[src/hw/rtl/bis_pkg.sv]
// ----------------------------------------------------------------------------
// bis_pkg
// Shared types and constants of the bilinear image sampler.
// ----------------------------------------------------------------------------
`timescale 1ns / 1ps
`default_nettype none

package bis_pkg;

   localparam int FRAC_BITS  = 16;
   localparam int COORD_W    = 17;
   localparam int SIDE_REG_W = 9;
   localparam int PIX_IDX_W  = 8;
   localparam int VALUE_W    = 16;

   localparam logic [SIDE_REG_W-1:0] SIDE_RESET = 9'd256;

   typedef enum logic [0:0] {
      CSR_IMAGE_WIDTH  = 1'b0,
      CSR_IMAGE_HEIGHT = 1'b1
   } csr_index_type;

   typedef enum logic [0:0] {
      FUNC_WRITE  = 1'b0,
      FUNC_SAMPLE = 1'b1
   } func_type;

   // sample control that travels with the pixel data through the blend stages
   typedef struct packed {
      logic                 valid;
      logic                 outside;
      logic [FRAC_BITS-1:0] frac_u;
      logic [FRAC_BITS-1:0] frac_v;
   } bis_tap_type;

endpackage

`default_nettype wire

[src/hw/rtl/bis_blend.sv]
// ----------------------------------------------------------------------------
// bis_blend
// Four-stage bilinear blend of the neighbour pixels, rounding and result
// register.
// ----------------------------------------------------------------------------
`timescale 1ns / 1ps
`default_nettype none

module bis_blend
   import bis_pkg::*;
#(
   parameter int PIX_W = 16
) (
   input  logic                      clock,
   input  logic                      reset,
   input  bis_tap_type               tap,
   input  logic [PIX_W-1:0]          pix_00,
   input  logic [PIX_W-1:0]          pix_10,
   input  logic [PIX_W-1:0]          pix_01,
   input  logic [PIX_W-1:0]          pix_11,
   output logic                      rsp_strobe,
   output logic signed [VALUE_W-1:0] rsp_sample_value,
   output logic                      rsp_outside
);

   localparam int H_W   = PIX_W + FRAC_BITS;
   localparam int P_W   = PIX_W + FRAC_BITS + 2;
   localparam int ACC_W = PIX_W + 2 * FRAC_BITS;
   localparam logic [PIX_W-1:0] SIGN_BIT   = PIX_W'(1) << (PIX_W - 1);
   localparam logic [ACC_W-1:0] ROUND_BIAS = ACC_W'(1) << (2 * FRAC_BITS - 1);

   // horizontal difference times fraction
   logic [PIX_W-1:0]        b00, b10, b01, b11;
   logic signed [PIX_W:0]   dx_top, dx_bot;
   logic signed [FRAC_BITS:0] fu_s;
   logic signed [P_W-1:0]   prod_top_full, prod_bot_full;

   bis_tap_type             s4_tap_ff;
   logic [PIX_W-1:0]        s4_base_top_ff, s4_base_bot_ff;
   logic [H_W-1:0]          s4_prod_top_ff, s4_prod_bot_ff;

   always_comb begin
      b00 = pix_00 ^ SIGN_BIT;
      b10 = pix_10 ^ SIGN_BIT;
      b01 = pix_01 ^ SIGN_BIT;
      b11 = pix_11 ^ SIGN_BIT;
      dx_top = $signed({1'b0, b10}) - $signed({1'b0, b00});
      dx_bot = $signed({1'b0, b11}) - $signed({1'b0, b01});
      fu_s = $signed({1'b0, tap.frac_u});
      prod_top_full = dx_top * fu_s;
      prod_bot_full = dx_bot * fu_s;
   end

   always_ff @(posedge clock) begin
      if (reset) begin
         s4_tap_ff.valid <= 1'b0;
      end else begin
         s4_tap_ff.valid <= tap.valid;
      end
      s4_tap_ff.outside <= tap.outside;
      s4_tap_ff.frac_u  <= tap.frac_u;
      s4_tap_ff.frac_v  <= tap.frac_v;
      s4_base_top_ff    <= b00;
      s4_base_bot_ff    <= b01;
      s4_prod_top_ff    <= prod_top_full[H_W-1:0];
      s4_prod_bot_ff    <= prod_bot_full[H_W-1:0];
   end

   // horizontal lerp of both rows
   logic [H_W-1:0] h_top_in, h_bot_in;
   bis_tap_type    s5_tap_ff;
   logic [H_W-1:0] s5_h_top_ff, s5_h_bot_ff;

   always_comb begin
      h_top_in = {s4_base_top_ff, {FRAC_BITS{1'b0}}} + s4_prod_top_ff;
      h_bot_in = {s4_base_bot_ff, {FRAC_BITS{1'b0}}} + s4_prod_bot_ff;
   end

   always_ff @(posedge clock) begin
      if (reset) begin
         s5_tap_ff.valid <= 1'b0;
      end else begin
         s5_tap_ff.valid <= s4_tap_ff.valid;
      end
      s5_tap_ff.outside <= s4_tap_ff.outside;
      s5_tap_ff.frac_u  <= s4_tap_ff.frac_u;
      s5_tap_ff.frac_v  <= s4_tap_ff.frac_v;
      s5_h_top_ff       <= h_top_in;
      s5_h_bot_ff       <= h_bot_in;
   end

   // vertical difference split in two partial products
   logic signed [H_W:0]         dv;
   logic signed [PIX_W:0]       dv_hi;
   logic [FRAC_BITS-1:0]        dv_lo;
   logic signed [FRAC_BITS:0]   fv_s;
   logic signed [P_W-1:0]       prod_hi_full;
   logic [2*FRAC_BITS-1:0]      prod_lo_in;

   bis_tap_type                 s6_tap_ff;
   logic [H_W-1:0]              s6_h_top_ff;
   logic [H_W-1:0]              s6_hi_ff;
   logic [2*FRAC_BITS-1:0]      s6_lo_ff;

   always_comb begin
      dv = $signed({1'b0, s5_h_bot_ff}) - $signed({1'b0, s5_h_top_ff});
      dv_hi = dv[H_W:FRAC_BITS];
      dv_lo = dv[FRAC_BITS-1:0];
      fv_s = $signed({1'b0, s5_tap_ff.frac_v});
      prod_hi_full = dv_hi * fv_s;
      prod_lo_in = dv_lo * s5_tap_ff.frac_v;
   end

   always_ff @(posedge clock) begin
      if (reset) begin
         s6_tap_ff.valid <= 1'b0;
      end else begin
         s6_tap_ff.valid <= s5_tap_ff.valid;
      end
      s6_tap_ff.outside <= s5_tap_ff.outside;
      s6_tap_ff.frac_u  <= s5_tap_ff.frac_u;
      s6_tap_ff.frac_v  <= s5_tap_ff.frac_v;
      s6_h_top_ff       <= s5_h_top_ff;
      s6_hi_ff          <= prod_hi_full[H_W-1:0];
      s6_lo_ff          <= prod_lo_in;
   end

   // sum, round half up, back to two's complement
   logic [ACC_W-1:0]         acc;
   logic [PIX_W-1:0]         rounded;
   logic [PIX_W-1:0]         flipped;
   logic [PIX_W+VALUE_W-1:0] out_wide;
   logic [VALUE_W-1:0]       value_in;

   logic                     rsp_strobe_ff;
   logic [VALUE_W-1:0]       rsp_value_ff;
   logic                     rsp_outside_ff;

   always_comb begin
      acc = {s6_h_top_ff, {FRAC_BITS{1'b0}}} + {s6_hi_ff, {FRAC_BITS{1'b0}}}
          + ACC_W'(s6_lo_ff) + ROUND_BIAS;
      rounded = acc[ACC_W-1:2*FRAC_BITS];
      flipped = rounded ^ SIGN_BIT;
      out_wide = {{VALUE_W{1'b0}}, flipped};
      value_in = s6_tap_ff.outside ? '0 : out_wide[VALUE_W-1:0];
   end

   always_ff @(posedge clock) begin
      if (reset) begin
         rsp_strobe_ff <= 1'b0;
      end else begin
         rsp_strobe_ff <= s6_tap_ff.valid;
      end
      rsp_value_ff   <= value_in;
      rsp_outside_ff <= s6_tap_ff.outside;
   end

   assign rsp_strobe       = rsp_strobe_ff;
   assign rsp_sample_value = $signed(rsp_value_ff);
   assign rsp_outside      = rsp_outside_ff;

endmodule

`default_nettype wire

[config.mk]
export PLATFORM = sky130hd
export DESIGN_NAME = bis_blend
export DESIGN_NICKNAME = d
export VERILOG_FILES = /design/src/hw/rtl/bis_pkg.sv /design/src/hw/rtl/bis_blend.sv
export SDC_FILE = /design/constraint.sdc
export NUM_CORES = 2
export LEC_CHECK = 0
export ABC_AREA = 1
export BUFFER_PORTS_ARGS = -buffer_cell sky130_fd_sc_hd__buf_2
export CAP_MARGIN = 30
export CORE_MARGIN = 2
export CORE_UTILIZATION = 51
export DETAILED_ROUTE_END_ITERATION = 10
export HOLD_SLACK_MARGIN = 0.12
export PLACE_DENSITY_LB_ADDON = 0.25
export SYNTH_ARGS = -nofsm -noshare
export SYNTH_HDL_FRONTEND = slang
export SYNTH_SLANG_ARGS = --single-unit
[constraint.sdc]
create_clock -name clock -period 7.6 [get_ports clock]
set_clock_uncertainty 0.2 [all_clocks]
set_input_delay 1.14 -clock clock [delete_from_list [all_inputs] [get_ports clock]]
set_output_delay 1.14 -clock clock [all_outputs]
set_load 0.02 [all_outputs]
# Word level (Yosys, flattened, before mapping)
# Index checks and enable logic that the tools add are counted.
[totals]
mem_bits_rw = 0
inputBits = 100
register_bits = 312
rom_bits = 0
latchBits = 0
n_memories = 0
elab_cells = 37
[op_classes]
add_sub_neg = 8
n_reduce_logical = 0
n_mul = 4
div_mod_pow = 0
order_cmp = 0
n_eq_ne = 0
bitwise = 5
n_mux = 0
n_shift = 0
[ops]
columns = ["cell", "n"]
rows = [
  ["17-bit by 17-bit multiplier with 32-bit output", 3],
  ["32-bit adder", 2],
  ["48-bit by 32-bit adder with 48-bit output", 1],
  ["48-bit by 32-bit adder with 48-bit output (second input constant)", 1],
  ["48-bit adder", 1],
  ["16-bit by 16-bit subtractor with 17-bit output", 2],
  ["32-bit by 32-bit subtractor with 33-bit output", 1],
  ["16-bit by 16-bit multiplier with 32-bit output", 1],
  ["1-bit inverter", 5],
]

# Depth between registers and ports, before layout
[depth]
depth_word = 4
ltp_mapped = 38

# Worst setup path before layout
# No wires, ideal clock.
[synth_timing]
path_type = "input-to-reg"
start = "input port pix_10[0]"
end = "register s4_prod_top_ff[24]"
required_ps = 7280
arrival_time_ps = 7289
stages = 32
setup_ps = 120
path_slack_ps = -9
cell_sequence = "inv_1 > ha_1 > fa_1 > inv_1 > nand2_1 > nand2_1 > o21ai_0 > o21ai_2 > or2_2 > nand2_1 > inv_1 > clkbuf_1 > nand2_1 > fa_1 > inv_1 > fa_1 > fa_1 > inv_1 > fa_1 > inv_1 > fa_1 > inv_1 > fa_1 > inv_1 > ha_1 > a21oi_1 > o21ai_0 > a21oi_1 > nand3_1 > nand3_1 > nand2_1 > xor2_1"
[synth_between]
elab_chain_len = 2
[synth_rtl]
columns = ["element", "line", "rtl"]
rows = [
  ["start, declared", "bis_blend.sv:18", "input logic [PIX_W-1:0] pix_10,"],
  ["16-bit by 16-bit subtractor with 17-bit output", "bis_blend.sv:47", "dx_top = $signed({1'b0, b10}) - $signed({1'b0, b00});"],
  ["17-bit by 17-bit multiplier with 32-bit output", "bis_blend.sv:50", "prod_top_full = dx_top * fu_s;"],
  ["via prod_top_full[24]", "bis_blend.sv:36", "logic signed [P_W-1:0] prod_top_full, prod_bot_full;"],
  ["end signal, assigned", "bis_blend.sv:65", "s4_prod_top_ff <= prod_top_full[H_W-1:0];"],
  ["end, declared", "bis_blend.sv:40", "logic [H_W-1:0] s4_prod_top_ff, s4_prod_bot_ff;"],
]
# The timed path passes the listed nets, and every way through them passes these cells.
# A chain may end at the register's enable or synchronous reset.

# Worst setup path after layout
[layout_timing]
start = "input port pix_00[0]"
end = "register s4_prod_top_ff[24]"
[layout_between]
elab_chain_len = 2
[layout_rtl]
columns = ["element", "line", "rtl"]
rows = [
  ["start, declared", "bis_blend.sv:17", "input logic [PIX_W-1:0] pix_00,"],
  ["16-bit by 16-bit subtractor with 17-bit output", "bis_blend.sv:47", ""],
  ["17-bit by 17-bit multiplier with 32-bit output", "bis_blend.sv:50", ""],
  ["via prod_top_full[24]", "bis_blend.sv:36", ""],
]
# The timed path passes the listed nets, and every way through them passes these cells.

==> impl_metrics.ini <==
[final_layout]
fillers = 9185
fin_area_sq_um = 63090
register_area_sq_um = 5928
multiInputGateArea_sq_um = 41670
finalNetCount = 8982
area_delta_synth_final_pct = 18.54
fin_cells = 8760
drive_above_1_share_pct = 16.55

[routing]
first_pass_iters = 6
drtIter0Drc = 3481
routed_wl_um = 166400
vias = 45910
wl_per_cell_um = 19.00
drc = 0
vias_per_cell = 5.241
final_antenna_net_count = 0

[synth]
ys.flop_type = dfxtp_1
async_reset_ff_share_pct = 0
synth_cells = 6610
synth_warnings = 0
yosysUniqueCellTypes = 56
synth_area_sq_um = 53220
seq_area_frac_synth_pct = 11.13
ys_ff_latch = 296
syn_nets = 8238
synth_edf_count = 0
avgSynthCellArea_sq_um = 8.052

[setup_path]
arrival_ps = 7690
reg2reg_from = s5_h_top_ff[9]$_DFF_P_
cp-start-kind = primary input
crit_path_frequent_cell = nand2_1
crit_path_start = pix_00[0]
cp_max_fo = 7
worst_path_max_delay_cell = fa_2
r2r_end = s6_lo_ff[28]$_DFF_P_
critPathCaptureType = flip-flop
worst_ep_required_time_ps = 7860
worst-r2r-cell-count = 33
ff2ff_setup_slack_ps = 220
worstSetupPathType = in -> reg
slowest_delay_ps = 600
crit_end = s4_prod_top_ff[24]$_DFF_P_

[clock_tree]
root_buffer = clkbuf_16
clk_pin_slew_ps = 60
htree_levels = 2
cts_tree = yes
clock_sinks = 296
cts_buffers = 34
clk_latency_ps = 570
cts_buffer_depth = 3

[timing]
fin_hold_ws_ps = 124.4
slew_viol_final = 0
min_period_ps = 7423
worstMarginPinSlew_ps = 1031
finalSetupViolCount = 0
fin_crit_sh_pct = 97.67
rsz0062_at_grt = true
hold_viol = 0
relSlewSlack_pct = 31.29
timing.fmax_ghz = 0.1347

[floorplan]
start_util_pct = 51.42
core-area_sq_um = 103500
pin_count = 118
die_h_um = 327.0
fp-row-count = 118
die-area_sq_um = 107000
die_w_um = 327.0

[grt]
grt_first_pass_wirelength_um = 260100
grt_use_total_pct = 31.44
overflow = 0
grt-busiest-layer = met2
grt.met1_usage_pct = 38.24
met3_usage_pct = 5.995
antenna_found_initial = 2
grt_max_degree = 30
use_met2_pct = 52.36
grt_pass1_vias = 47700

[place]
placed_area_sq_um = 60450
place_inst = 8669
dpl.hpwl_um = 142000
place.port_buffers = 117
place.gp.congestion = 1.047

[outcome]
status = finished clean

[hold_path]
hold_path.class = reg -> reg

[job]
max-cap-violations = 0
## synth_stat cells (all sizes together), types with 44 or more instances
library cell     n  area, sq um
inv           1653         6205
or2             44        275.3
fa            1014        20300
o21ai          126        649.4
a21oi          259         1304
nand3          343         1727
dfxtp          296         5926
nor2           720         2705
ha             514         6431
xor2            93        829.5
nand2         1113         4225
clkbuf         120        450.4
xnor2           48        427.9
## registers in the layout (all words and copies together) (netlist names), 18 cells and up
signal	count
s4_prod_bot_ff	32
s4_prod_top_ff	32
s5_h_bot_ff	32
s5_h_top_ff	32
s6_h_top_ff	32
s6_hi_ff	32
s4_tap_ff	18
## metrics by stage
stage / utilization [%] / TNS [ps] / setup WS (ps)
finish: 60.96 / 0 / 177.3
floorplan: - / 0 / 38.27
CTS: 59.70 / 0 / 13.56
global route: 60.95 / -634.6 / -103.2
detailed placement: 58.40 / -15100 / -576.5
global placement: 58.40 / -12410 / -446.4
## final cells by class
type	instances	area share [%]
multi-input cells	4505	66.05
repair buffers	847	10.01
inverters	1670	9.968
flip-flops and latches	296	9.397
well taps	1380	2.737
clock buffers	44	1.487
clock inverters	17	0.3510
diodes	1	0.003967
## cells by family after synthesis
family	after synthesis	synth area share, %
buf+inv	1809	12.81
compound gates	512	5.461
fa+ha+maj	1528	50.22
xor+xnor	141	2.363
flops	296	11.13
simple gates	2324	18.00
## cells in the final DEF, fill, tap and decap left out, drive strengths merged, types with 5 or more instances in the layout
cell and n:
buf 842, nand4 33, a211oi 6, inv 1655, dfxtp 296, nor4 10
dlygate4sd3 5, o21bai 31, a21boi 8, or2 44, nor2 720, nand3 343
nand2 1113, nor3 38, ha 514, nand3b 15, xnor2 48, clkbuf 44
o21ai 126, o31ai 8, a21oi 259, o21a 11, o211ai 10, a31oi 14
a21o 29, clkinv 26, xor2 93, fa 1014
## timing repair
action,CTS,global route
hold buffers,5,0
pin swaps,2,79
resized for setup,30,277
endpoints found under the setup margin,11,69
hold endpoints to repair,5,0
cloned,0,1
setup buffers,1,22
## layer usage
metal | wire length, um | share of wire, %
met1 | 63160 | 38
met2 | 77960 | 47
met4 | 11790 | 7.1
met5 | 0 | 0
met3 | 13520 | 8.1
## critical path, delay by kind of cell
| family | cells | cell delay, ps |
|---|---|---|
| AO/OA/AOI/OAI | 3 | 420 |
| XOR/XNOR | 1 | 130 |
| adder cells (fa/ha/maj) | 9 | 3830 |
| buffers and inverters | 8 | 970 |
| AND/OR/NAND/NOR | 12 | 1170 |
## worst min-delay path by stage
stage | start | end | depth (start not counted)
global placement | s4_prod_top_ff[5]$_DFF_P_ | s5_h_top_ff[5]$_DFF_P_ | 0
finish | s5_tap_ff[32]$_DFF_P_ | s6_tap_ff[32]$_DFF_P_ | 0
detailed placement | s4_prod_top_ff[10]$_DFF_P_ | s5_h_top_ff[10]$_DFF_P_ | 0
CTS | s4_tap_ff[15]$_DFF_P_ | fv_s[15]$_DFF_P_ | 0
global route | s4_tap_ff[15]$_DFF_P_ | fv_s[15]$_DFF_P_ | 0
floorplan | s4_tap_ff[0]$_DFF_P_ | fv_s[0]$_DFF_P_ | 0
Power is left out: the tool's default activity adds up to more than one toggle a clock period on the data nets, which glitch-free logic cannot reach.
